## config.mk

```make
export PLATFORM = sky130hd
export DESIGN_NAME = laae_ctrl
export DESIGN_NICKNAME = d
export VERILOG_FILES = /design/src/hdl/laae_pkg.sv /design/src/hdl/laae_ctrl.sv
export SDC_FILE = /design/constraint.sdc
export NUM_CORES = 1
export LEC_CHECK = 0
export ABC_AREA = 1
export ABC_CLOCK_PERIOD_IN_PS = 2600
export BUFFER_PORTS_ARGS = -buffer_cell sky130_fd_sc_hd__clkbuf_2
export CELL_PAD_IN_SITES_DETAIL_PLACEMENT = 1
export CELL_PAD_IN_SITES_GLOBAL_PLACEMENT = 1
export CORE_MARGIN = 2
export CORE_UTILIZATION = 29
export CTS_BUF_LIST = sky130_fd_sc_hd__clkbuf_4 sky130_fd_sc_hd__clkbuf_8
export DETAILED_ROUTE_END_ITERATION = 12
export GPL_TIMING_DRIVEN = 0
export PLACE_DENSITY = 0.95
export SYNTH_ARGS = -nofsm -noshare
export SYNTH_HDL_FRONTEND = slang
export SYNTH_SLANG_ARGS = --single-unit
```

## constraint.sdc

```tcl
create_clock -name clk -period 2.6 [get_ports clk]
set_clock_uncertainty 0.1 [all_clocks]
set_input_delay 0.39 -clock clk [delete_from_list [all_inputs] [get_ports clk]]
set_output_delay 0.39 -clock clk [all_outputs]
set_load 0.005 [all_outputs]
```

## src/hdl/laae_pkg.sv

```systemverilog
// ----------------------------------------------------------------------------
// laae_pkg
// Shared types and constants of the leveled adaptive arithmetic encoder:
// payload structs, controller states and the controller/datapath bundles.
// ----------------------------------------------------------------------------
package laae_pkg;

  // Interval coder constants.
  localparam logic [15:0] HALF        = 16'h8000;
  localparam logic [15:0] QTR1        = 16'h4000;
  localparam logic [15:0] QTR3        = 16'hC000;
  localparam logic [7:0]  PEND_CAP    = 8'd200;
  localparam logic [15:0] LIMIT_RESET = 16'd16383;

  // Register file layout.
  localparam int          PADDR_W           = 3;
  localparam logic [PADDR_W-1:0] REG_RESCALE_LIMIT = 3'd0;

  typedef struct packed {
    logic        action;
    logic [15:0] sample_value;
  } in_t;

  typedef struct packed {
    logic [7:0] code_byte;
    logic       final_byte;
  } out_t;

  typedef enum logic [3:0] {
    ST_CLEAR,
    ST_IDLE,
    ST_SCAN,
    ST_MD_TOP_GO,
    ST_MD_TOP_WAIT,
    ST_MD_CUM_GO,
    ST_MD_CUM_WAIT,
    ST_NORM,
    ST_EMIT_FIRST,
    ST_EMIT_PEND,
    ST_TERM_LOW,
    ST_UPDATE,
    ST_RESCALE,
    ST_NEXT,
    ST_PAD
  } state_t;

  typedef enum logic [1:0] {
    NORM_EMIT,
    NORM_STRADDLE,
    NORM_DONE
  } norm_kind_t;

  typedef enum logic [1:0] {
    SRC_FIRST,
    SRC_PEND,
    SRC_TERM
  } emit_src_t;

  typedef struct packed {
    logic      clr_step;
    logic      load;
    logic      scan_step;
    logic      md_start;
    logic      md_sel_cum;
    logic      take_top;
    logic      take_cum;
    logic      norm_step;
    logic      emit;
    emit_src_t emit_src;
    logic      upd;
    logic      resc_step;
    logic      next_level;
    logic      pad;
  } cmd_t;

  typedef struct packed {
    logic       clr_done;
    logic       scan_done;
    logic       md_done;
    norm_kind_t norm_kind;
    logic       emit_ok;
    logic       pend_zero;
    logic       term_last;
    logic       term_level;
    logic       need_resc;
    logic       resc_done;
    logic       last_level;
    logic       finish;
    logic       pad_ok;
  } status_t;

endpackage

```

## src/hdl/laae_ctrl.sv

```systemverilog
// ----------------------------------------------------------------------------
// laae_ctrl
// Controller state machine: steps each item through the levels, the
// count scan, the interval update, normalization, bit output and the
// count update and rescale, with the clear pass and the pad step.
// ----------------------------------------------------------------------------
module laae_ctrl (
  input  logic              clk,
  input  logic              rst,
  input  logic              req_valid,
  output logic              req_ready,
  input  laae_pkg::status_t status,
  output laae_pkg::cmd_t    cmd
);

  laae_pkg::state_t state;
  laae_pkg::state_t state_next;

  always_ff @(posedge clk) begin
    if (rst) begin
      state <= laae_pkg::ST_CLEAR;
    end else begin
      state <= state_next;
    end
  end

  // Next state.
  always_comb begin
    state_next = state;
    unique case (state)
      laae_pkg::ST_CLEAR:       if (status.clr_done) state_next = laae_pkg::ST_IDLE;
      laae_pkg::ST_IDLE:        if (req_valid) state_next = laae_pkg::ST_SCAN;
      laae_pkg::ST_SCAN:        if (status.scan_done) state_next = laae_pkg::ST_MD_TOP_GO;
      laae_pkg::ST_MD_TOP_GO:   state_next = laae_pkg::ST_MD_TOP_WAIT;
      laae_pkg::ST_MD_TOP_WAIT: if (status.md_done) state_next = laae_pkg::ST_MD_CUM_GO;
      laae_pkg::ST_MD_CUM_GO:   state_next = laae_pkg::ST_MD_CUM_WAIT;
      laae_pkg::ST_MD_CUM_WAIT: begin
        if (status.md_done) begin
          state_next = status.term_level ? laae_pkg::ST_EMIT_FIRST : laae_pkg::ST_NORM;
        end
      end
      laae_pkg::ST_NORM: begin
        unique case (status.norm_kind)
          laae_pkg::NORM_EMIT:     state_next = laae_pkg::ST_EMIT_FIRST;
          laae_pkg::NORM_STRADDLE: state_next = laae_pkg::ST_NORM;
          default:                 state_next = laae_pkg::ST_UPDATE;
        endcase
      end
      laae_pkg::ST_EMIT_FIRST:  if (status.emit_ok) state_next = laae_pkg::ST_EMIT_PEND;
      laae_pkg::ST_EMIT_PEND: begin
        if (status.pend_zero) begin
          state_next = status.term_level ? laae_pkg::ST_TERM_LOW : laae_pkg::ST_NORM;
        end
      end
      laae_pkg::ST_TERM_LOW: begin
        if (status.emit_ok && status.term_last) state_next = laae_pkg::ST_UPDATE;
      end
      laae_pkg::ST_UPDATE: begin
        state_next = status.need_resc ? laae_pkg::ST_RESCALE : laae_pkg::ST_NEXT;
      end
      laae_pkg::ST_RESCALE:     if (status.resc_done) state_next = laae_pkg::ST_NEXT;
      laae_pkg::ST_NEXT: begin
        if (!status.last_level) begin
          state_next = laae_pkg::ST_SCAN;
        end else begin
          state_next = status.finish ? laae_pkg::ST_PAD : laae_pkg::ST_IDLE;
        end
      end
      laae_pkg::ST_PAD:         if (status.pad_ok) state_next = laae_pkg::ST_IDLE;
      default:                  state_next = laae_pkg::ST_IDLE;
    endcase
  end

  // Commands to the datapath.
  always_comb begin
    cmd       = '0;
    req_ready = 1'b0;
    unique case (state)
      laae_pkg::ST_CLEAR:       cmd.clr_step = 1'b1;
      laae_pkg::ST_IDLE: begin
        req_ready = 1'b1;
        cmd.load  = req_valid;
      end
      laae_pkg::ST_SCAN:        cmd.scan_step = 1'b1;
      laae_pkg::ST_MD_TOP_GO:   cmd.md_start = 1'b1;
      laae_pkg::ST_MD_TOP_WAIT: cmd.take_top = status.md_done;
      laae_pkg::ST_MD_CUM_GO: begin
        cmd.md_start   = 1'b1;
        cmd.md_sel_cum = 1'b1;
      end
      laae_pkg::ST_MD_CUM_WAIT: cmd.take_cum = status.md_done;
      laae_pkg::ST_NORM:        cmd.norm_step = (status.norm_kind != laae_pkg::NORM_DONE);
      laae_pkg::ST_EMIT_FIRST: begin
        cmd.emit     = status.emit_ok;
        cmd.emit_src = laae_pkg::SRC_FIRST;
      end
      laae_pkg::ST_EMIT_PEND: begin
        cmd.emit     = status.emit_ok && !status.pend_zero;
        cmd.emit_src = laae_pkg::SRC_PEND;
      end
      laae_pkg::ST_TERM_LOW: begin
        cmd.emit     = status.emit_ok;
        cmd.emit_src = laae_pkg::SRC_TERM;
      end
      laae_pkg::ST_UPDATE:      cmd.upd = 1'b1;
      laae_pkg::ST_RESCALE:     cmd.resc_step = 1'b1;
      laae_pkg::ST_NEXT:        cmd.next_level = !status.last_level;
      laae_pkg::ST_PAD:         cmd.pad = status.pad_ok;
      default:                  cmd = '0;
    endcase
  end

endmodule
```

==> out/qor.yml, run 1 <==
clock_network:
  clk_path_buf_depth: 2
  root_buffer: "clkbuf_4"
  worstSkewPairLatency_ps: 230
  htree_levels: 1
  cts.repair.resized: 0
  cts_tree: "yes"
  cts_inserted_buffers: 3
  cts_sinks: 4
  cts.reportedPaths.clkPinSlew_ps: 30
  cts_hold_buf: 0
  post-cts-setup-buffer-count: 0
critical_path:
  cp_common_cell: "nand2_1"
  critPathArrivalTime_ps: 1460
  path_delay_family: "simple AND/OR/NAND/NOR gates"
  critPathCaptureType: "output pin"
  critical_path.max_fanout: 5
  setup.worst_path.start_class: "register"
  timing.critical_path.buf_inv: 2
  maximum_single_stage_delay_on_the_critical_path_ps: 340
  critical_path.slowest_cell: "dfxtp_1"
  worstSetupPathType: "register to output pin"
  worstPathCellList: "inv_1 > nand2_1 > nor2_1 > nand2_1 > a211oi_1 > clkbuf_2"
  crit_required_ps: 2110
sta:
  max_slew.worst_pin.slew_ps: 357.8
  hold_violations: 0
  slew_viol_final: 0
  relSlewSlack_pct: 76.06
  post-route-period-util_pct: 74.96
  setup-tns-final_ps: 0
  rsz0062_at_grt: "false"
  holdWs_ps: 337.5
  maxClockFrequency_mhz: 513.1
  period_needed_ps: 1949
  setup_viol_count_final: 0
global_routing:
  total_routing_usage_gr_pct: 19.01
  grt_max_degree: 7
  first_global_vias: 878
  antenna_violations_before_repair: 0
  globalRoute.totalOverflow: 0
  grt_first_pass_wirelength_microns: 3615
flow_run:
  max_cap_violations: 0
placed_design:
  hpwl_microns: 1917
  port-buffer-count: 32
  detailed_place.area_sq_um: 793.3
  gpl_wtd_cong: 0.9142
yosys:
  yosysSeqAreaShare_pct: 13.36
  synth_cell_type_count: 17
  synth.net_count: 144
  post_synth_main_area_contributors: "nand2_1 (23%), nor2_1 (18%), inv_1 (14%), dfxtp_1 (13%), nand3_1 (6.7%)"
  ys_seq_elements: 4
  post_synth_mux_area_share_pct: 0
  synth_top_cell_area_share_pct: 23.17
  post_synth_fa_ha_maj_area_fraction_pct: 0
  largest_family_of_logic_cells_by_synthesized_area: "simple AND/OR/NAND/NOR gates"
  synth_area_leader_cell: "nand2_1"
  synthesis.instances: 127
  avgSynthCellArea_sq_um: 4.719
  synth_compound_gate_area_share_pct: 12.11
  yosys_warn_count: 0
  synthXorXnorAreaFrac_pct: 0
  syn-cell-area_sq_um: 599.3
  synth_simple_gate_area_share_pct: 59.50
layout:
  n_fill_cell: 311
  design.final.nets: 181
  utilization_pct: 41.58
  max_flop_register: "state"
  area_delta_synth_final_pct: 36.12
  final_cell_area_sq_um: 815.8
  area.sequential_sq_um: 80.08
  number_of_flip_flops_in_the_largest_register: 4
  drive_above_1_share_pct: 26.54
  antenna_diode_count: 0
  largest_registers: "state (4)"
  footprint_of_the_multi_input_gates_sq_um: 429.2
die:
  design.die.area_sq_mm: 0.002446
  row_count: 16
  die_height_microns: 49.46
  initial_core_util_pct: 30.55
  chipWidth_microns: 49.46
  io_pins: 33
  core-area_sq_mm: 0.001962
route:
  firstDrtPassIters: 4
  dr_total_vias: 879
  drt.antenna.violating_nets: 0
  detail_route.vias_per_cell: 4.651
  route.final.wire_length_microns: 2157
  routedWlPerCell_microns: 11.41
  dr.first_iter.drc_count: 10
  post-route-drc-count: 0
power_and_ir_drop:
  vdd_drop_max_v: 0.0003795
  total_leakage_power_uw: 0.0005181
  power.density_mw_per_mm2: 805.0
min_path:
  min-delay-path-class: "input port to register"
run_status:
  run_status: "finished clean"
[power by group]
part	leakage [uW]	internal (uW)	switching (uW)
combinational	0.000471	159	303
sequential	0.0000332	84.9	34.5
clock	0.0000138	51.5	23.8
[layout make-up]
type	instances	area share, %
clock buffer	3	2.761
timing repair buffer	32	19.63
inverter	24	11.04
sequential	4	9.816
tap	27	4.141
multi-input combinational	99	52.61
[placed cells by master (no fill, tap or decap), drive strengths merged]
master,instances
inv,24
nand4,1
nand2,40
o211ai,1
nand3,8
a21oi,5
o21ai,5
nor2,31
dfxtp,4
a21boi,1
clkbuf,35
a211oi,1
or2,1
nor3,5
[routing by layer]
layer / wire length (microns) / vias to the layer above / track usage [%]
li1: - / 460 / -
met1: 976 / 397 / 22.74
met2: 1087 / 18 / 33.78
met3: 55 / 4 / 1.515
met4: 38 / 0 / 9.722
met5: 0 / - / 0
[worst register-to-register path, delay by kind of cell (launching register included)]
| family | cells | cell delay, ps |
|---|---|---|
| buffers and inverters | 1 | 80 |
| DFF | 1 | 410 |
| AOI/OAI and AO/OA | 1 | 210 |
| and+or+nand+nor | 7 | 740 |
[final timing paths]
check / startpoint / to / slack (ps) / cells after the start
setup / recovery: state[2] / cmd[6] / 650 / 6
hold / removal: rst / state[3] / 340 / 4
setup reg to reg: state[3] / state[1] / 940 / 9
hold reg to reg: state[3] / state[3] / 480 / 2
[cell families after synthesis]
kind of cell / Yosys count
flops: 4
compound gates: 13
simple gates: 86
buf+inv: 24
[synth_stat cells]
master     n
o211ai_1   1
nor3_1     5
o21ai_1    1
o21ai_0    4
nor2_2     2
a211oi_1   1
dfxtp_1    4
inv_2      2
nand2_2    3
nand3_1    8
a21boi_0   1
nand2_1   37
or2_2      1
a21oi_1    5
nand4_1    1
inv_1     22
nor2_1    29
[through the flow]
step | instances | setup WS, ps | total power [uW]
after global placement | 186 | 948.5 | 561.0
after global routing | 189 | 497.9 | 723.9
after CTS | 189 | 649.1 | 663.3
final | 189 | 651.0 | 656.7
after detailed placement | 186 | 906.2 | 583.0
after floorplan | 127 | 1121 | 430.9
No activity file was read; power rests on OpenSTA's default activity.
==> run 2: changes to the inputs <==
ABC_CLOCK_PERIOD_IN_PS = 1700   (was 2600)
CORE_UTILIZATION = 24   (was 29)
PLACE_DENSITY = 0.87   (was 0.95)
clock period = 1.7 ns   (was 2.6 ns; I/O delays follow)
==> run 2 against run 1 <==
Largest power group unchanged. Clock power is 50% higher. Core utilization shrank 4.4 points. Clock-buffer cell count is the same. Combinational power rose by 71%. Critical path type unchanged. Register-to-register slack lost 820 ps. Via count increased by 6.7%. Sequential power rose by 74%. Critical path depth unchanged. Non-clock buffer count rose by 5. Flip-flop and latch count unchanged. Cell count rose by 4.2%.
==> out/qor.yml, run 2 (synthesized netlist as in run 1, its figures left out) <==
die:
  io_pins: 33  # unchanged
  design.die.area_sq_mm: 0.002913  # +19%
  core-area_sq_mm: 0.002410  # +23%
  initial_core_util_pct: 24.87  # -5.7 points
  die_height_microns: 53.97  # +9.1%
  row_count: 18  # +2
  chipWidth_microns: 53.97  # +9.1%
critical_path:
  critical_path.max_fanout: 5  # unchanged
  path_delay_family: "flip-flops"
  crit_required_ps: 1340  # -770 ps
  critPathCaptureType: "output pin"
  critical_path.slowest_cell: "dfxtp_2"
  path_depth: 6  # unchanged
  capturing_point_of_the_worst_reg2reg_path: "state[1]"
  timing.critical_path.buf_inv: 2  # unchanged
  worstSetupPathType: "register to output pin"
  worst_reg2reg_path_startpoint: "state[0]"
  timing.critical_path.from: "state[2]"
  worstPathCellList: "inv_4 > nand2_2 > nor2_4 > nand2_2 > a211oi_2 > buf_2"
  critPathArrivalTime_ps: 1280  # -180 ps
  maximum_single_stage_delay_on_the_critical_path_ps: 350  # about the same
  ff2ff_setup_slack_ps: 120  # -820 ps
  reg2regPathDepth: 10  # +1
  cp_common_cell: "nand2_2"
  setup.worst_path.start_class: "register"
sta:
  hold_violations: 0  # unchanged
  rsz0062_at_grt: "true"
  max_slew.worst_pin.slew_ps: 335.6  # -22.26 ps
  post-route-period-util_pct: 96.14
  period_needed_ps: 1634
  postLayoutSetupSlackWorst_ps: 65.66  # -585.4 ps
  maxClockFrequency_mhz: 611.9
  slew_viol_final: 0  # unchanged
  relSlewSlack_pct: 77.55  # +1.5 points
  setup_viol_count_final: 0  # unchanged
  setup-tns-final_ps: 0  # unchanged
global_routing:
  globalRoute.totalOverflow: 0  # unchanged
  total_routing_usage_gr_pct: 16.49  # -2.5 points
  grtUsageMet2_pct: 32.32  # -1.5 points
  grt_util_met3_pct: 1.667  # +0.15 points
  grt_first_pass_wirelength_microns: 3615  # unchanged
  grt.met1_usage_pct: 19.47  # -3.3 points
  first_global_vias: 891  # +1.5%
  busiest_layer_in_global_routing: "met2"
  grt_max_degree: 7  # unchanged
  antenna_violations_before_repair: 0  # unchanged
power_and_ir_drop:
  power.density_mw_per_mm2: 1238  # +54%
  power_uw: 1110  # +69%
  vdd_drop_max_v: 0.0005173  # +36%
  total_leakage_power_uw: 0.0005495  # +6.1%
route:
  firstDrtPassIters: 4  # unchanged
  route.final.wire_length_microns: 2297  # +6.5%
  post-route-drc-count: 0  # unchanged
  routedWlPerCell_microns: 11.66  # +2.2%
  drt.antenna.violating_nets: 0  # unchanged
  detail_route.vias_per_cell: 4.761  # +2.4%
  dr.first_iter.drc_count: 16  # +6
  dr_total_vias: 938  # +6.7%
layout:
  mostFrequentLayoutCell: "nand2_1"
  antenna_diode_count: 0  # unchanged
  design.final.nets: 186  # +2.8%
  drive_above_1_share_pct: 35.93  # +9.4 points
  max_flop_register: "state"
  footprint_of_the_multi_input_gates_sq_um: 459.2  # +7.0%
  n_fill_cell: 366  # +18%
  largest_registers: "state (4)"
  area_delta_synth_final_pct: 49.69
  mostFrequentLayoutCells: "nand2_1 (35), clkbuf_2 (31), nor2_1 (25), inv_1 (21), nand3_1 (8)"
  number_of_flip_flops_in_the_largest_register: 4  # unchanged
  area.sequential_sq_um: 87.58  # +9.4%
  final_cell_area_sq_um: 897.1  # +10%
placed_design:
  hpwl_microns: 1890  # -1.4%
  detailed_place.area_sq_um: 797.0  # +0.47%
  placement.setup.worst_slack_ps: 62.19  # -844.0 ps
  port-buffer-count: 32  # unchanged
  gpl_wtd_cong: 0.8742  # -4.4%
clock_network:
  cts_inserted_buffers: 3  # unchanged
  worstSkewPairLatency_ps: 230  # about the same
  root_buffer: "clkbuf_4"
  htree_levels: 1  # unchanged
  clk_path_buf_depth: 2  # unchanged
  cts.reportedPaths.clkPinSlew_ps: 40  # about the same
  cts_tree: "yes"
  cts_sinks: 4  # unchanged
flow_run:
  max_cap_violations: 0  # unchanged
min_path:
  hold_start: "rst"
  timing.hold.worst_path_depth: 4  # unchanged
  min-delay-path-class: "input port to register"
  min_to: "state[2]"
run_status:
  run_status: "finished clean"
## run 2: power breakdown
group | switching [uW] | internal, uW
Combinational | 502 | 287
Clock | 34.6 | 78.7
Sequential | 65.9 | 142
Total | 603 | 508
## run 2: worst max path at each step
stage | end | slack (ps)
3_3_place_gp | state[2] | 110
2_1_floorplan | state[0] | 340
4_1_cts | cmd[6] | 3
5_1_grt | state[0] | -50
6_report | cmd[6] | 70
3_5_place_dp | state[2] | 60
## run 2: final cells by class
class / count / area share [%]
Multi-Input combinational cell: 99 / 51.19
Inverter: 24 / 10.32
Clock buffer: 3 / 2.510
Sequential cell: 4 / 9.763
Timing Repair Buffer: 37 / 22.04
Tap cell: 30 / 4.184
## run 2: routing by layer
| metal | up-vias | routed length, microns |
|---|---|---|
| li1 | 473 | - |
| met1 | 436 | 976 |
| met2 | 27 | 1210 |
| met3 | 2 | 88 |
| met4 | 0 | 21 |
| met5 | - | 0 |
## run 2: through the flow
stage / utilization, % / hold slack, ps / instances
after floorplan: - / 334.0 / 127
after global placement: 33.07 / 442.9 / 189
after detailed placement: 33.07 / 452.6 / 189
after CTS: 36.29 / 196.5 / 196
after global routing: 37.23 / 225.7 / 197
final: 37.23 / 204.9 / 197
## run 2: tightest hold or removal path, stage by stage
cell and delay (ps):
clkbuf_2 70, inv_1 70, nand2_1 70, nor2_1 30
## run 2: repair_timing
action,in CTS,in global routing
endpoints found under the setup margin,3,6
gates resized for setup,12,6
hold endpoints to repair,0,0
pin swaps,2,3
setup buffers,4,1
hold buffers,0,0
==> run 3: changes to the inputs <==
CORE_ASPECT_RATIO = 0.6   (was default)
==> run 3 against run 2 <==
Flip-flop and latch count unchanged. Via count up 3.3%. Wire length up 24%. Global-route usage up 2.5 points. Worst hold slack better by 2.6 ps. Total power up 14%. Critical path type unchanged. Clock-buffer cell count unchanged. Sequential power up 7%. First-iteration DRC count rose to 3.3 times the previous value. Largest cell class unchanged. Cell count down 1.0%. Die area up 0.46%. Clock power up 73%. The flow now finishes with violations (negative setup slack).
==> out/qor.yml, run 3 (synthesized netlist as in run 1, its figures left out) <==
run_status:
  run_status: "complete, but fails checks"
  failed_checks: "negative setup slack"
layout:
  final_cell_area_sq_um: 927.1  # +3.3%
  design.final.nets: 184  # -1.1%
  mostFrequentLayoutCell: "nand2_1"
  antenna_diode_count: 0  # unchanged
  largest_registers: "state (4)"
  n_fill_cell: 340  # -7.1%
  mostFrequentLayoutCells: "nand2_1 (35), clkbuf_2 (31), nor2_1 (23), inv_1 (21), nand3_1 (8)"
  area_delta_synth_final_pct: 54.70
  drive_above_1_share_pct: 36.97  # +1.0 points
  footprint_of_the_multi_input_gates_sq_um: 483.0  # +5.2%
  max_flop_register: "state"
  final_cell_count_no_fill: 195  # -1.0%
  area.sequential_sq_um: 87.58  # unchanged
  number_of_flip_flops_in_the_largest_register: 4  # unchanged
  utilization_pct: 41.01  # +3.8 points
route:
  post-route-drc-count: 0  # unchanged
  route.final.wire_length_microns: 2856  # +24%
  dr.first_iter.drc_count: 53  # +37
  drt.antenna.violating_nets: 0  # unchanged
  firstDrtPassIters: 4  # unchanged
  dr_total_vias: 969  # +3.3%
  detail_route.vias_per_cell: 4.969  # +4.4%
  routedWlPerCell_microns: 14.65  # +26%
power_and_ir_drop:
  power.density_mw_per_mm2: 1362  # +10%
  switching_share_pct: 53.06  # -1.2 points
  share_comb_of_total_power_pct: 67.1  # -4.0 points
  clockPowerShare_pct: 15.4  # +5.2 points
  switching_power_uw: 670.3  # +11%
  total_leakage_power_uw: 0.0005579  # +1.5%
  sequentialPowerShare_pct: 17.5  # -1.2 points
  internal_power_uw: 592.9  # +17%
  vdd_drop_max_v: 0.0007520  # +45%
critical_path:
  critical_path.slowest_cell: "dfxtp_2"
  critical_path.max_fanout: 5  # unchanged
  maximum_single_stage_delay_on_the_critical_path_ps: 350  # about the same
  crit_required_ps: 1340  # about the same
  critPathCaptureType: "output pin"
  setup.worst_path.start_class: "register"
  worstSetupPathType: "register to output pin"
  worstPathCellList: "inv_4 > nand2_4 > nor2_4 > nand2_2 > a211oi_2 > buf_2"
  critPathArrivalTime_ps: 1350  # +70 ps
sta:
  postLayoutSetupSlackWorst_ps: -1.559  # -67.22 ps
  slew_viol_final: 0  # unchanged
  rsz0062_at_grt: "true"
  post-route-period-util_pct: 100.1  # +4.0 points
  max_slew.worst_pin.slew_ps: 305.4  # -30.12 ps
  maxClockFrequency_mhz: 587.7  # -4.0%
  relSlewSlack_pct: 79.56  # +2.0 points
  holdWs_ps: 207.4  # +2.580 ps
  setup-tns-final_ps: -1.559  # -1.559 ps
  hold_violations: 0  # unchanged
  period_needed_ps: 1702  # +67.22 ps
  setup_viol_count_final: 1  # +1
die:
  io_pins: 33  # unchanged
  initial_core_util_pct: 26.51  # +1.6 points
  design.die.area_sq_mm: 0.002926  # +0.46%
  die_height_microns: 42.71  # -21%
  chipWidth_microns: 68.52  # +27%
  row_count: 13  # -5
  core-area_sq_mm: 0.002261  # -6.2%
global_routing:
  antenna_violations_before_repair: 0  # unchanged
  total_routing_usage_gr_pct: 19.00  # +2.5 points
  grt_max_degree: 7  # unchanged
  grt_first_pass_wirelength_microns: 4036  # +12%
  first_global_vias: 887  # -0.45%
  globalRoute.totalOverflow: 0  # unchanged
placed_design:
  gpl_wtd_cong: 0.9286  # +6.2%
  detailed_place.area_sq_um: 797.0  # unchanged
  port-buffer-count: 32  # unchanged
  hpwl_microns: 2190  # +16%
  dp_cells: 189  # unchanged
clock_network:
  htree_levels: 1  # unchanged
  cts_sinks: 4  # unchanged
  cts_tree: "yes"
  clk_path_buf_depth: 2  # unchanged
  cts_inserted_buffers: 3  # unchanged
  cts.reportedPaths.clkPinSlew_ps: 30  # about the same
  root_buffer: "clkbuf_8"
  worstSkewPairLatency_ps: 210  # -20 ps
min_path:
  min-delay-path-class: "input port to register"
flow_run:
  max_cap_violations: 0  # unchanged
## run 3: cell count changes in the layout (fill, tap and decap cells not counted), sizes merged
cell / previous run / this run
buf: 6 / 4
## run 3: path summary, 6_finish.rpt
kind / start / end / slack (ps) / cells past startpoint
max: state[2] / cmd[6] / -2 / 6
min: rst / state[0] / 210 / 4
max reg2reg: state[0] / state[1] / 90 / 9
min reg2reg: state[3] / state[3] / 480 / 2
## run 3: metrics by stage
step | setup slack (ps) | power [uW]
final | -1.559 | 1263
after global routing | -47.43 | 1373
after CTS | 0.8070 | 1150
after detailed placement | 27.13 | 903.7
after global placement | 132.5 | 863.2
after floorplan | 336.5 | 659.0
## run 3: cell type report
cell class | count | area share, %
Tap cell | 30 | 4.049
Inverter | 24 | 10.26
Sequential cell | 4 | 9.447
Clock buffer | 3 | 4.453
Timing Repair Buffer | 35 | 19.70
Multi-Input combinational cell | 99 | 52.09
## run 3: power groups by stage
stage / sequential, uW / clock [uW] / combinational, uW
finish: 221 / 195 / 848
CTS: 190 / 200 / 760
detailed placement: 180 / 0 / 724
global placement: 177 / 0 / 686
floorplan: 168 / 0 / 491
global route: 224 / 209 / 941
## run 3: metal layers
metal / global-route usage (%) / vias to the layer above / share of wire, %
li1: - / 466 / -
met2: 31.35 / 42 / 50
met3: 2.653 / 4 / 8.3
met5: 0 / - / 0
met1: 24.44 / 457 / 41
met4: 8.000 / 0 / 1.3
## run 3: timing repair
action / 4_1_cts / 5_1_grt
hold buffers: 0 / 0
endpoints found under the hold margin: 0 / 0
pin swaps: 0 / 1
gates resized for setup: 8 / 18
endpoints found under the setup margin: 2 / 7
buffers inserted: 1 / 2
gates cloned: 0 / 0
## run 3: critical path: cells and delay by family (launching register included)
kind                   cells  cell delay, ps
AOI/OAI and AO/OA          1             220
DFF                        1             350
buffers and inverters      2             230
and+or+nand+nor            3             320
